## src/design/amrfs_pkg.sv

```systemverilog
// shared types and constants of the amr-nb frame stealer
`default_nettype none

package amrfs_pkg;

    localparam int PAYLOAD_BYTES = 19;
    localparam int IDX_W         = 5;
    localparam int MAGIC_LEN     = 6;

    localparam logic [7:0] MAGIC_SEQ [MAGIC_LEN] = '{
        8'h23, 8'h21, 8'h41, 8'h4D, 8'h52, 8'h0A
    };

    localparam logic [3:0] TYPE_740       = 4'd4;
    localparam logic [3:0] TYPE_SID       = 4'd8;
    localparam logic [3:0] TYPE_NODATA    = 4'd15;
    localparam logic [7:0] SID_LAST_BYTE  = 8'h02;
    localparam logic [IDX_W-1:0] SID_ZERO_BYTES = IDX_W'(4);

    localparam logic [7:0] STEAL_PERIOD_RESET = 8'd8;

    // configuration register indexes
    localparam logic [0:0] CFG_STEAL_PERIOD = 1'b0;
    localparam logic [0:0] CFG_REPLACE_MODE = 1'b1;

    typedef enum logic [1:0] {
        PH_MAGIC   = 2'd0,
        PH_HEADER  = 2'd1,
        PH_PAYLOAD = 2'd2,
        PH_HALT    = 2'd3
    } t_phase;

    typedef enum logic [1:0] {
        ST_DATA      = 2'd0,
        ST_BAD_MAGIC = 2'd1,
        ST_BAD_TYPE  = 2'd2
    } t_status;

    typedef struct packed {
        logic [7:0] out_byte;
        t_status    status;
        logic       bad_quality;
        logic       stolen_frame;
    } t_result;

endpackage

`default_nettype wire

```

## src/design/amrfs_byte_if.sv

```systemverilog
// input byte channel of the frame stealer
`default_nettype none

interface amrfs_byte_if;
    logic       valid;
    logic       ready;
    logic [7:0] in_byte;

    modport source (output valid, output in_byte, input ready);
    modport sink   (input valid, input in_byte, output ready);
endinterface

`default_nettype wire

```

## src/design/amrfs_res_if.sv

```systemverilog
// result channel of the frame stealer
`default_nettype none

interface amrfs_res_if;
    logic       valid;
    logic       ready;
    logic [7:0] out_byte;
    logic [1:0] status;
    logic       bad_quality;
    logic       stolen_frame;

    modport source (output valid, output out_byte, output status, output bad_quality,
                    output stolen_frame, input ready);
    modport sink   (input valid, input out_byte, input status, input bad_quality,
                    input stolen_frame, output ready);
endinterface

`default_nettype wire

```

## src/design/amr_nb_frame_stealer_core.sv

```systemverilog
// amr-nb storage-format deframer that replaces one frame in every steal period
//
//   channel     dir  handshake      payload
//   i_byte_ch   in   valid/ready    in_byte
//   o_res_ch    out  valid/ready    out_byte, status, bad_quality, stolen_frame
//   cfg         in   i_cfg_we       i_cfg_index, i_cfg_wdata
//
// one byte a cycle unless the output stalls: each accepted byte is parsed against the
// phase registers and its result lands in the output register on the same edge
// a byte is taken whenever the output register is empty or being drained
// bytes that give no result (halted, dropped payload) are still accepted and dropped
// synchronous active-low reset returns to magic checking with default config
`default_nettype none

module amr_nb_frame_stealer_core
    import amrfs_pkg::*;
(
    input  wire logic        i_clk,
    input  wire logic        i_rst_n,
    input  wire logic        i_cfg_we,
    input  wire logic [0:0]  i_cfg_index,
    input  wire logic [7:0]  i_cfg_wdata,
    amrfs_byte_if.sink       i_byte_ch,
    amrfs_res_if.source      o_res_ch
);

    t_phase           r_phase, n_phase;
    logic [IDX_W-1:0] r_byte_index, n_byte_index;
    logic [7:0]       r_frame_phase, n_frame_phase;
    logic             r_steal_current, n_steal_current;
    logic [7:0]       r_steal_period;
    logic             r_replace_mode;
    logic             r_out_valid;
    t_result          r_res, n_res;
    logic             n_load;

    logic             out_free;
    logic             in_accept;
    logic [7:0]       b;
    logic [3:0]       frame_type;
    logic [3:0]       new_type;
    logic [8:0]       phase_inc;
    logic [IDX_W:0]   idx_inc;

    assign out_free          = !r_out_valid || o_res_ch.ready;
    assign i_byte_ch.ready   = out_free;
    assign in_accept         = i_byte_ch.valid && out_free;
    assign b                 = i_byte_ch.in_byte;
    assign frame_type        = b[6:3];
    assign new_type          = r_replace_mode ? TYPE_NODATA : TYPE_SID;
    assign phase_inc         = {1'b0, r_frame_phase} + 9'd1;
    assign idx_inc           = {1'b0, r_byte_index} + (IDX_W+1)'(1);

    always_comb begin
        n_phase         = r_phase;
        n_byte_index    = r_byte_index;
        n_frame_phase   = r_frame_phase;
        n_steal_current = r_steal_current;
        n_load          = 1'b0;
        n_res           = '{out_byte: b, status: ST_DATA, bad_quality: 1'b0,
                            stolen_frame: 1'b0};
        case (r_phase)
            PH_MAGIC: begin
                n_load = 1'b1;
                if (r_byte_index >= IDX_W'(MAGIC_LEN) ||
                    b != MAGIC_SEQ[r_byte_index[2:0]]) begin
                    n_phase        = PH_HALT;
                    n_res.out_byte = 8'h00;
                    n_res.status   = ST_BAD_MAGIC;
                end else if (r_byte_index == IDX_W'(MAGIC_LEN - 1)) begin
                    n_phase      = PH_HEADER;
                    n_byte_index = '0;
                end else begin
                    n_byte_index = idx_inc[IDX_W-1:0];
                end
            end
            PH_HEADER: begin
                n_load = 1'b1;
                if (frame_type != TYPE_740) begin
                    n_phase        = PH_HALT;
                    n_res.out_byte = 8'h00;
                    n_res.status   = ST_BAD_TYPE;
                end else begin
                    n_steal_current   = (r_frame_phase == 8'd0);
                    // wrap also catches a period lowered mid-stream
                    n_frame_phase     = (phase_inc >= {1'b0, r_steal_period}) ?
                                        8'd0 : phase_inc[7:0];
                    n_phase           = PH_PAYLOAD;
                    n_byte_index      = '0;
                    n_res.bad_quality = !b[2];
                    if (r_frame_phase == 8'd0) begin
                        n_res.out_byte     = {b[7], new_type, 1'b1, b[1:0]};
                        n_res.stolen_frame = 1'b1;
                    end
                end
            end
            PH_PAYLOAD: begin
                if (r_steal_current) begin
                    n_res.stolen_frame = 1'b1;
                    if (!r_replace_mode) begin
                        if (r_byte_index < SID_ZERO_BYTES) begin
                            n_load         = 1'b1;
                            n_res.out_byte = 8'h00;
                        end else if (r_byte_index == SID_ZERO_BYTES) begin
                            n_load         = 1'b1;
                            n_res.out_byte = SID_LAST_BYTE;
                        end
                    end
                end else begin
                    n_load = 1'b1;
                end
                if (idx_inc >= (IDX_W+1)'(PAYLOAD_BYTES)) begin
                    n_phase      = PH_HEADER;
                    n_byte_index = '0;
                end else begin
                    n_byte_index = idx_inc[IDX_W-1:0];
                end
            end
            default: begin
                n_load = 1'b0;
            end
        endcase
    end

    always_ff @(posedge i_clk) begin
        if (!i_rst_n) begin
            r_phase         <= PH_MAGIC;
            r_byte_index    <= '0;
            r_frame_phase   <= '0;
            r_steal_current <= 1'b0;
            r_out_valid     <= 1'b0;
        end else begin
            if (in_accept) begin
                r_phase         <= n_phase;
                r_byte_index    <= n_byte_index;
                r_frame_phase   <= n_frame_phase;
                r_steal_current <= n_steal_current;
                r_out_valid     <= n_load;
            end else if (o_res_ch.ready) begin
                r_out_valid <= 1'b0;
            end
        end
    end

    always_ff @(posedge i_clk) begin
        if (in_accept && n_load) begin
            r_res <= n_res;
        end
    end

    always_ff @(posedge i_clk) begin
        if (!i_rst_n) begin
            r_steal_period <= STEAL_PERIOD_RESET;
            r_replace_mode <= 1'b0;
        end else if (i_cfg_we) begin
            case (i_cfg_index)
                CFG_STEAL_PERIOD: r_steal_period <= i_cfg_wdata;
                CFG_REPLACE_MODE: r_replace_mode <= i_cfg_wdata[0];
                default:          r_replace_mode <= r_replace_mode;
            endcase
        end
    end

    assign o_res_ch.valid        = r_out_valid;
    assign o_res_ch.out_byte     = r_res.out_byte;
    assign o_res_ch.status       = r_res.status;
    assign o_res_ch.bad_quality  = r_res.bad_quality;
    assign o_res_ch.stolen_frame = r_res.stolen_frame;

    // a halted parser never loads a word
    a_halt_silent: assert property (@(posedge i_clk) disable iff (!i_rst_n)
        (in_accept && r_phase == PH_HALT) |-> !n_load)
        else $error("word loaded while halted");

    // an error word is only ever followed by the halt phase
    a_error_halts: assert property (@(posedge i_clk) disable iff (!i_rst_n)
        (r_out_valid && r_res.status != ST_DATA) |-> r_phase == PH_HALT)
        else $error("error word without halt");

    // bad quality only flags a header, so the parser sits at payload start
    a_quality_hdr: assert property (@(posedge i_clk) disable iff (!i_rst_n)
        (r_out_valid && r_res.bad_quality) |->
            (r_phase == PH_PAYLOAD && r_byte_index == '0))
        else $error("bad quality outside header word");

    a_idx_range: assert property (@(posedge i_clk) disable iff (!i_rst_n)
        (r_phase == PH_PAYLOAD) |-> (r_byte_index < IDX_W'(PAYLOAD_BYTES)))
        else $error("payload index out of range");

    a_magic_range: assert property (@(posedge i_clk) disable iff (!i_rst_n)
        (r_phase == PH_MAGIC) |-> (r_byte_index < IDX_W'(MAGIC_LEN)))
        else $error("magic index out of range");

endmodule

`default_nettype wire

```

## src/flat_wrapper.sv

```systemverilog
// flat-port wrapper written by rule: the top's interface ports become plain ports
module amr_nb_frame_stealer_core_flat import amrfs_pkg::*;
  (i_clk, i_rst_n, i_cfg_we, i_cfg_index, i_cfg_wdata, i_byte_ch_valid, i_byte_ch_in_byte, i_byte_ch_ready, o_res_ch_valid, o_res_ch_out_byte, o_res_ch_status, o_res_ch_bad_quality, o_res_ch_stolen_frame, o_res_ch_ready);
  amrfs_byte_if i_byte_ch_i ();
  amrfs_res_if o_res_ch_i ();
  input  wire logic i_clk;
  input  wire logic i_rst_n;
  input  wire logic i_cfg_we;
  input  wire logic [0:0] i_cfg_index;
  input  wire logic [7:0] i_cfg_wdata;
  input wire logic [$bits(i_byte_ch_i.valid)-1:0] i_byte_ch_valid;
  input wire logic [$bits(i_byte_ch_i.in_byte)-1:0] i_byte_ch_in_byte;
  output wire logic [$bits(i_byte_ch_i.ready)-1:0] i_byte_ch_ready;
  output wire logic [$bits(o_res_ch_i.valid)-1:0] o_res_ch_valid;
  output wire logic [$bits(o_res_ch_i.out_byte)-1:0] o_res_ch_out_byte;
  output wire logic [$bits(o_res_ch_i.status)-1:0] o_res_ch_status;
  output wire logic [$bits(o_res_ch_i.bad_quality)-1:0] o_res_ch_bad_quality;
  output wire logic [$bits(o_res_ch_i.stolen_frame)-1:0] o_res_ch_stolen_frame;
  input wire logic [$bits(o_res_ch_i.ready)-1:0] o_res_ch_ready;
  assign i_byte_ch_i.valid = i_byte_ch_valid;
  assign i_byte_ch_i.in_byte = i_byte_ch_in_byte;
  assign i_byte_ch_ready = i_byte_ch_i.ready;
  assign o_res_ch_valid = o_res_ch_i.valid;
  assign o_res_ch_out_byte = o_res_ch_i.out_byte;
  assign o_res_ch_status = o_res_ch_i.status;
  assign o_res_ch_bad_quality = o_res_ch_i.bad_quality;
  assign o_res_ch_stolen_frame = o_res_ch_i.stolen_frame;
  assign o_res_ch_i.ready = o_res_ch_ready;
  amr_nb_frame_stealer_core u_core (.i_clk(i_clk), .i_rst_n(i_rst_n), .i_cfg_we(i_cfg_we), .i_cfg_index(i_cfg_index), .i_cfg_wdata(i_cfg_wdata), .i_byte_ch(i_byte_ch_i), .o_res_ch(o_res_ch_i));
endmodule
```

## config.mk

```make
export PLATFORM = sky130hd
export DESIGN_NAME = amr_nb_frame_stealer_core_flat
export DESIGN_NICKNAME = d
export VERILOG_FILES = /design/src/design/amrfs_pkg.sv /design/src/design/amrfs_byte_if.sv /design/src/design/amrfs_res_if.sv /design/src/design/amr_nb_frame_stealer_core.sv /design/src/flat_wrapper.sv
export SDC_FILE = /design/constraint.sdc
export NUM_CORES = 1
export LEC_CHECK = 0
export ABC_CLOCK_PERIOD_IN_PS = 6100
export BUFFER_PORTS_ARGS = -buffer_cell sky130_fd_sc_hd__buf_4
export CORE_MARGIN = 5
export CORE_UTILIZATION = 53
export CTS_BUF_LIST = sky130_fd_sc_hd__clkbuf_16
export CTS_CLUSTER_DIAMETER = 150
export CTS_CLUSTER_SIZE = 8
export DETAILED_ROUTE_END_ITERATION = 10
export GPL_ROUTABILITY_DRIVEN = 0
export PLACE_DENSITY = 0.81
export SLEW_MARGIN = 20
export SYNTH_ARGS = -nofsm -noshare
export SYNTH_HDL_FRONTEND = slang
export SYNTH_SLANG_ARGS = --single-unit
```

## constraint.sdc

```tcl
create_clock -name i_clk -period 6.1 [get_ports i_clk]
set_clock_uncertainty 0.1 [all_clocks]
set_input_delay 0.61 -clock i_clk [delete_from_list [all_inputs] [get_ports i_clk]]
set_output_delay 0.61 -clock i_clk [all_outputs]
set_load 0.02 [all_outputs]
```

# --- Word-level counts from Yosys, hierarchy flattened ---
# Memories as Yosys holds them, arrays and structs flattened.
# Index checks and enable logic that the tools add are counted.
op_classes:
  addsub: 2
  n_reduce_logical: 17
  n_mux: 35
  n_bitwise: 4
  magnitude_cmp: 5
  n_eq_ne: 10
ops:
  columns: ["cell", "count"]
  rows:
  - ["two-way mux 8 bit", 8]
  - ["case mux 8 bit (3 select lines)", 1]
  - ["two-way mux 5 bit", 4]
  - ["case mux 5 bit (3 select lines)", 1]
  - ["== test 5 x 3 -> 1 bit (second input constant)", 2]
  - ["two-way mux 1 bit", 10]
  - ["two-way mux 10 bit", 1]
  - ["adder 8 x 1 -> 9 bit (second input constant)", 1]
  - ["greater-or-equal comparator 9 x 8 -> 1 bit", 1]
  - ["zero test 8 bit", 1]
  - ["two-way mux 2 bit", 4]
  - ["inequality test 8 bit", 1]
  - ["AND reduction 4 bit", 2]
  - ["two-way mux 7 bit", 1]
  - ["adder 5 x 1 -> 6 bit (second input constant)", 1]
  - ["greater-or-equal comparator 6 x 5 -> 1 bit (second input constant)", 1]
  - ["case mux 2 bit (3 select lines)", 1]
  - ["greater-or-equal comparator 5 x 3 -> 1 bit (second input constant)", 1]
  - ["< comparator 5 x 3 -> 1 bit (second input constant)", 1]
  - ["greater-or-equal comparator 4 bit (second input constant)", 1]
  - ["inequality test 2 bit (second input constant)", 2]
  - ["inequality test 4 x 3 -> 1 bit (second input constant)", 1]
  - ["inverter 3 -> 4 bit", 1]
  - ["case mux 1 bit (2 select lines)", 2]
  - ["16 further kinds", 23]
totals:
  n_memories: 1
  word_cells: 85
  inputBits: 22
  mem_bits_ro: 64
  reg_bits: 38
  output_inout_bits: 14
mem_list:
  columns: ["memory", "depth", "word_bits", "read_ports", "rd_clocked_by_memory_dff", "write_ports", "line", "text"]
  rows:
  - ["(no name shown)", 8, 8, 1, 0, 0, "amr_nb_frame_stealer_core.sv:66", "b != MAGIC_SEQ[r_byte_index[2:0]]) begin"]

# --- Depth between registers and ports, before layout ---
# Gate-level depths: netlist of run 1.
logic_depth:
  depth_word: 8
  ltp_mapped: 12

# --- Worst setup path before layout of run 1 ---
# OpenSTA, ideal clock, no wires.
synth_timing:
  kind: "reg-to-reg"
  start: "register u_core.r_frame_phase[0]"
  end: "register u_core.r_frame_phase[5]"
  n_path_buf: 1
  arrival_ns: 2.589
  path_stages_with_launch: 13
  t_required_ns: 5.927
  setup_slack_ns: 3.338
  path_cell_list: "dfxtp_1 -> ha_1 -> nand3_1 -> or2_2 -> clkbuf_1 -> xnor2_1 -> ha_1 -> a21o_1 -> a21oi_1 -> o21ai_0 -> nor2_1 -> nand4b_1 -> a21oi_1"
synth_via:
  elab_chain_cells: 3
synth_lines:
  columns: ["item", "line", "text"]
  rows:
  - ["start, declared", "amr_nb_frame_stealer_core.sv:29", "logic [7:0] r_frame_phase, n_frame_phase;"]
  - ["start signal, assigned", "amr_nb_frame_stealer_core.sv:136", "r_frame_phase <= n_frame_phase;"]
  - ["adder 8 x 1 -> 9 bit (*)", "amr_nb_frame_stealer_core.sv:51", "assign phase_inc = {1'b0, r_frame_phase} + 9'd1;"]
  - ["greater-or-equal comparator 9 x 8 -> 1 bit", "amr_nb_frame_stealer_core.sv:86", "n_frame_phase = (phase_inc >= {1'b0, r_steal_period}) ?"]
  - ["two-way mux 8 bit (*)", "amr_nb_frame_stealer_core.sv:86", null]
# Mark *: on every way between the ends. The rest lies on a longest branch, timed or not.
# A chain may end at the register's enable or synchronous reset.

# --- Worst setup path after layout of run 1 ---
# Ends and elaborated chain as after synthesis.

==> results of run 1 <==
[report_power, final]
part,internal (mW),switching [mW],leakage (nW)
combinational,0.0816,0.123,0.776
sequential,0.297,0.0138,0.329
clock,0.149,0.101,0.0716
[path summary, 6_finish.rpt]
kind              slack [ps]                       end                     start
hold / removal           360  u_core.r_steal_period[6]  u_core.r_steal_period[6]
setup reg to reg        2920   u_core.r_frame_phase[5]   u_core.r_frame_phase[0]
hold reg to reg          360  u_core.r_steal_period[6]  u_core.r_steal_period[6]
setup / recovery        2920   u_core.r_frame_phase[5]   u_core.r_frame_phase[0]
[worst max-delay path: cells and delay by family, from the launching register on]
| family | cells | cell delay (ps) |
|---|---|---|
| compound gates | 4 | 910 |
| fa+ha+maj | 2 | 550 |
| xor+xnor | 1 | 150 |
| simple gates | 4 | 980 |
| flops | 1 | 400 |
[logic make-up (layout without fill, tap and decap cells)]
group                      count (synthesis)  count (layout)  share of synthesized area (%)
AOI/OAI and AO/OA                         82              82                           23.0
xor gates and xnor gates                   8               8                           2.81
adders and majority gates                 19              19                           9.52
buffers and inverters                     34              65                           6.16
DFF                                       38              38                           35.3
and+or+nand+nor                          112             112                           23.2
[Yosys cell counts, types with 6 or more instances]
| cell type | instances | area, sq um |
|---|---|---|
| a21oi_1 | 24 | 120 |
| clkbuf_1 | 6 | 22.5 |
| dfxtp_1 | 26 | 521 |
| edfxtp_1 | 12 | 360 |
| ha_1 | 19 | 238 |
| inv_1 | 20 | 75.1 |
| nand2_1 | 40 | 150 |
| nand3_1 | 11 | 55.1 |
| nor2_1 | 17 | 63.8 |
| nor3_1 | 8 | 40.0 |
| o21ai_0 | 14 | 70.1 |
[per-stage QoR]
step	util (%)	setup WS [ps]
5_1_grt	62.1	2630
3_3_place_gp	59.1	3130
2_1_floorplan	-	3340
6_report	62.1	2920
3_5_place_dp	59.1	2970
4_1_cts	62.1	2940
[registers in the layout, summed over array words and instances, names as in the netlist]
signal,count
u_core.r_frame_phase,8
u_core.r_byte_index,5
u_core.o_res_ch.out_byte,8
u_core.r_steal_period,8
u_core.o_res_ch.bad_quality,1
u_core.o_res_ch.stolen_frame,1
u_core.r_phase,2
u_core.o_res_ch.status,2
u_core.r_replace_mode,1
u_core.r_steal_current,1
u_core.o_res_ch.valid,1
[final cells by class]
type	instances	area (sq um)	area share, %
clock buffer	5	125	4.32
clock inverter	3	15.0	0.518
inverter	22	82.6	2.85
multi-input combinational	221	1460	50.5
sequential	38	881	30.4
tap	54	67.6	2.33
timing repair buffer	35	263	9.07
[per-layer routing]
layer / GRT usage (%) / up-vias
met1: 24.4 / 1008
met3: 4.36 / 20
met2: 29.1 / 83
met5: 0 / -
met4: 9.27 / 0
li1: - / 1120
==> qor.txt, run 1 <==
Outcome = completed
Worst Tran Pin Value = 580 ps
Cell area after synthesis = 0.00250 sq mm
Inserted Clock Buffers = 5
Worst EP required = 6200 ps
Via count = 2231
Layout cells sized above 1 = 17.6%
Vias/cell = 5.90
Final Non-Filler Cells = 378
Leak = 1.18 nW
Clock root buffer = clkbuf_16
Port-buffer cells = 35
Post CTS Setup Buffer Count = 0
Hold Fails Final Rpt = 0
Synthesized flop and latch total = 38
CP Max Fanout = 5
Avg Inst Size Synth = 8.52 sq um
Crit path capture type = register
Vias in the first global route = 2034
CP max stage delay = 400 ps
Chip Width = 78.6 um
Dpl hpwl = 3.96 mm
Yosys warns = 0
Die Area = 0.00619 sq mm
Clock latency on the worst-skew pair = 280 ps
Post-synth top flop = dfxtp_1
R2R depth = 11
Commonest cells after routing, fill and taps aside = nand2_1, buf_4, dfxtp_1, a21oi_1, inv_1
DRT Pass-1 Iters = 4
Crit path kind = reg2reg
DR WL/cell = 14.5 um
Drc violations = 0
Crit-path cells = ha_1 > nand3_1 > or2_2 > xnor2_1 > ha_1 > a21o_1 > a21oi_1 > o21ai_0 > nor2_1 > nand4b_1 > a21oi_1
Post-CTS Hold Buffers = 0
Clock Tree Buf Depth = 2
Max-cap viol count = 0
Largest net degree at the start of global routing = 20
Seq/Total Area, Yosys = 35.3%
Crit path launch type = register
CTS clk-pin slew, worst paths = 60 ps
# setup viols final = 0
DR top layer = met4
Placed instance area = 0.00276 sq mm
Top achievable clock speed = 314 MHz
Slew Limit Headroom = 61.2%
Placed Instances = 370
Sink Count = 38
Data arrival, critical path = 3280 ps
TNS Setup = 0 ps
I/O pins = 36
Synth unique cells = 61
Met1 wire length = 2.42 mm
Async SR Flop Fraction = 0%
PnR Total Power = 765 uW
Worst Hold Margin = 356 ps
Starting Density = 53.6%
Slowest CP cell = dfxtp_1
Post-CTS sizing = 0
CTS tree = yes
Worst hold path class = reg2reg
Initial antenna violation count = 0
Layout Nets = 364
Cell area after layout = 0.00290 sq mm
Layout area overhead = 16.0%
Syn Inst Count = 293
Synth Net Count = 334
Floorplan core area = 0.00466 sq mm
Hold Crit Depth = 2
Unrepaired setup endpoints after global routing = no
Max-slew violations = 0
Die Ht = 78.6 um
Min Tclk post-route = 3180 ps
Worst vdd ir = 150 uV
Drt first-iter violations = 219
Ant. Diodes = 0
Metal3 WL = 391 um
Total GRT Usage = 18.8%
Grt ovf = 0
Crit share post-route = 52.2%
Pwr/cell area = 264 mW/mm^2
Fill count = 391
ANT nets after route = 0
H-tree levels = 2
Row count = 25
Commonest non-fill, non-tap cell in the layout = nand2_1
First-pass GRT wire length = 9.38 mm
Total wire length = 5.49 mm
Number of synthesized flops with an enable pin = 12
Met2 wire length = 2.49 mm
(Power assumes the default switching activity.)
==> run 2: changes to the inputs <==
--- a/config.mk
+++ b/config.mk
@@ -5,7 +5,8 @@
 export SDC_FILE = /design/constraint.sdc
 export NUM_CORES = 1
 export LEC_CHECK = 0
-export ABC_CLOCK_PERIOD_IN_PS = 6100
+export ABC_AREA = 1
+export ABC_CLOCK_PERIOD_IN_PS = 3250
 export BUFFER_PORTS_ARGS = -buffer_cell sky130_fd_sc_hd__buf_4
 export CORE_MARGIN = 5
 export CORE_UTILIZATION = 53
@@ -14,7 +15,7 @@
 export CTS_CLUSTER_SIZE = 8
 export DETAILED_ROUTE_END_ITERATION = 10
 export GPL_ROUTABILITY_DRIVEN = 0
-export PLACE_DENSITY = 0.81
+export PLACE_DENSITY = 0.8
 export SLEW_MARGIN = 20
 export SYNTH_ARGS = -nofsm -noshare
 export SYNTH_HDL_FRONTEND = slang
==> constraint.sdc (replaced) <==
create_clock -name i_clk -period 3.25 [get_ports i_clk]
set_clock_uncertainty 0.1 [all_clocks]
set_input_delay 0.325 -clock i_clk [delete_from_list [all_inputs] [get_ports i_clk]]
set_output_delay 0.325 -clock i_clk [all_outputs]
set_load 0.02 [all_outputs]
==> run 2 against run 1 <==
Against the previous run: worst hold slack got worse by 180 ps; combinational power is 140% higher; power rose by 100%; sequential cell count unchanged; count of clock-buffer cells in the layout stayed put; critical endpoint is now u_core.r_frame_phase[4].
==> qor.txt, run 2 <==
Largest cells by area after synthesis = dfxtp_1, edfxtp_1, nand2_1
Synth Net Count = 407
Vias in the first global route = 2309
Hold Fails Final Rpt = 0
Seq/Total Area, Yosys = 33.8%
TNS Setup = 0 ps
CP Max Fanout = 8
Crit path kind = reg2reg
Post CTS Setup Buffer Count = 0
Most frequent cell after synthesis = nand2_1
Drc violations = 0
Commonest non-fill, non-tap cell in the layout = nand2_1
CTS tree = yes
Initial antenna violation count = 0
Most frequent cells after synthesis = nand2_1, inv_1, nor2_1
Starting Density = 54.8%
Clock latency on the worst-skew pair = 280 ps
Synth unique cells = 35
Chip Width = 80.1 um
Worst Tran Pin Value = 565 ps
CTS clk-pin slew, worst paths = 60 ps
Area share of the largest cell type after synthesis = 20.0%
ANT nets after route = 0
Via count = 2455
Metal3 WL = 405 um
Layout cells sized above 1 = 17.1%
Unrepaired setup endpoints after global routing = no
Slew Limit Headroom = 62.2%
Die Ht = 80.1 um
Worst hold path class = in2reg
Top achievable clock speed = 386 MHz
Met2 wire length = 2.66 mm
Leak = 1.51 nW
Worst EP required = 3310 ps
Sink Count = 38
Vias/cell = 5.22
Crit path launch type = register
Largest net degree at the start of global routing = 26
Avg Inst Size Synth = 7.11 sq um
Layout Nets = 443
Crit share post-route = 79.8%
Dpl hpwl = 4.38 mm
Port-buffer cells = 35
Area leader, netlist = dfxtp_1
Number of synthesized flops with an enable pin = 12
Ant. Diodes = 0
Post-CTS Hold Buffers = 0
R2R depth = 12
Hold Path End = u_core.r_steal_period[3]
Min Tclk post-route = 2590 ps
H-tree levels = 2
Async SR Flop Fraction = 0%
DR top layer = met4
Post-synth top flop = dfxtp_1
DR WL/cell = 12.6 um
Commonest cells after routing, fill and taps aside = nand2_1, inv_1, nor2_1, buf_4, a21oi_1
Hold Crit Depth = 3
Drt first-iter violations = 158
Die Area = 0.00641 sq mm
Met1 wire length = 2.73 mm
Yosys warns = 0
I/O pins = 36
Flop2flop setup slack = 660 ps
Clock root buffer = clkbuf_16
Row count = 25
Data arrival, critical path = 2650 ps
Layout area overhead = 17.3%
Inserted Clock Buffers = 5
R2R Path End = u_core.r_frame_phase[4]
Max-cap viol count = 0
Pwr/cell area = 510 mW/mm^2
Synthesized flop and latch total = 38
# setup viols final = 0
Syn Inst Count = 366
Max-slew violations = 0
Reg2reg start = u_core.r_frame_phase[0]
Worst vdd ir = 331 uV
First-pass GRT wire length = 10.2 mm
Total GRT Usage = 20.0%
Floorplan core area = 0.00475 sq mm
Grt ovf = 0
PnR Total Power = 1.56 mW
Outcome = completed
Total wire length = 5.92 mm
DRT Pass-1 Iters = 6
Post-CTS sizing = 0
Hold Startpoint = i_cfg_wdata[3]
Crit path capture type = register
Cell area after synthesis = 0.00260 sq mm
Clock Tree Buf Depth = 2
## run 2: area by class of cell
| cell class | count | area, sq um |
|---|---|---|
| clock buffers | 5 | 125 |
| fillers | 435 | 1700 |
| flip-flops and latches | 38 | 881 |
| inverters | 59 | 221 |
| repair buffers | 35 | 263 |
| well taps | 67 | 83.8 |
| multi-input cells | 263 | 1470 |
| clock inverters | 3 | 15.0 |
## run 2: worst max-delay path, cell delays in order (launching register included)
cell      delay, ps
dfxtp_1         420
ha_1            230
nand2_1          80
nor2_2          190
nand3_1         120
xor2_1          150
inv_1            80
ha_1            320
nand2_1          60
nand3b_1        160
nand3b_2        330
nand4_1         160
a21oi_1          70
## run 2: metrics by stage
stage	utilization (%)	instance area (sq um)	setup slack (ps)	cells	hold WS [ps]
3_5_place_dp	61.3	2910	768	462	358
2_1_floorplan	-	2600	1040	366	335
4_1_cts	64.2	3050	710	470	179
6_report	64.2	3050	658	470	175
5_1_grt	64.2	3050	510	470	206
3_3_place_gp	61.3	2910	900	462	350
## run 2: power breakdown
group / total (mW) / switching (mW) / internal, mW
clock network: 0.467 / 0.187 / 0.280
logic: 0.494 / 0.314 / 0.180
registers: 0.596 / 0.0411 / 0.555
total: 1.56 / 0.542 / 1.02
## run 2: worst max path at each step
stage,start,to,slack [ps]
final,u_core.r_frame_phase[0],u_core.r_frame_phase[4],660
after global routing,u_core.r_frame_phase[0],u_core.r_frame_phase[4],510
after CTS,u_core.r_frame_phase[0],u_core.r_frame_phase[3],710
after detailed placement,u_core.r_frame_phase[0],u_core.r_frame_phase[3],770
after global placement,u_core.r_frame_phase[0],u_core.r_frame_phase[7],900
after floorplan,u_core.r_frame_phase[0],u_core.r_frame_phase[1],1040
## run 2: cell families after synthesis
kind of cell / count (synthesis) / synth area share, %
xor gates and xnor gates: 7 / 2.35
buffers and inverters: 65 / 9.90
and+or+nand+nor: 177 / 32.4
AOI/OAI and AO/OA: 60 / 12.4
adders and majority gates: 19 / 9.13
DFF: 38 / 33.8
## run 2: metal layers
metal	track usage, %	up-vias
met1	26.7	1078
li1	-	1271
met4	6.59	0
met5	0	-
met3	3.36	17
met2	32.5	89
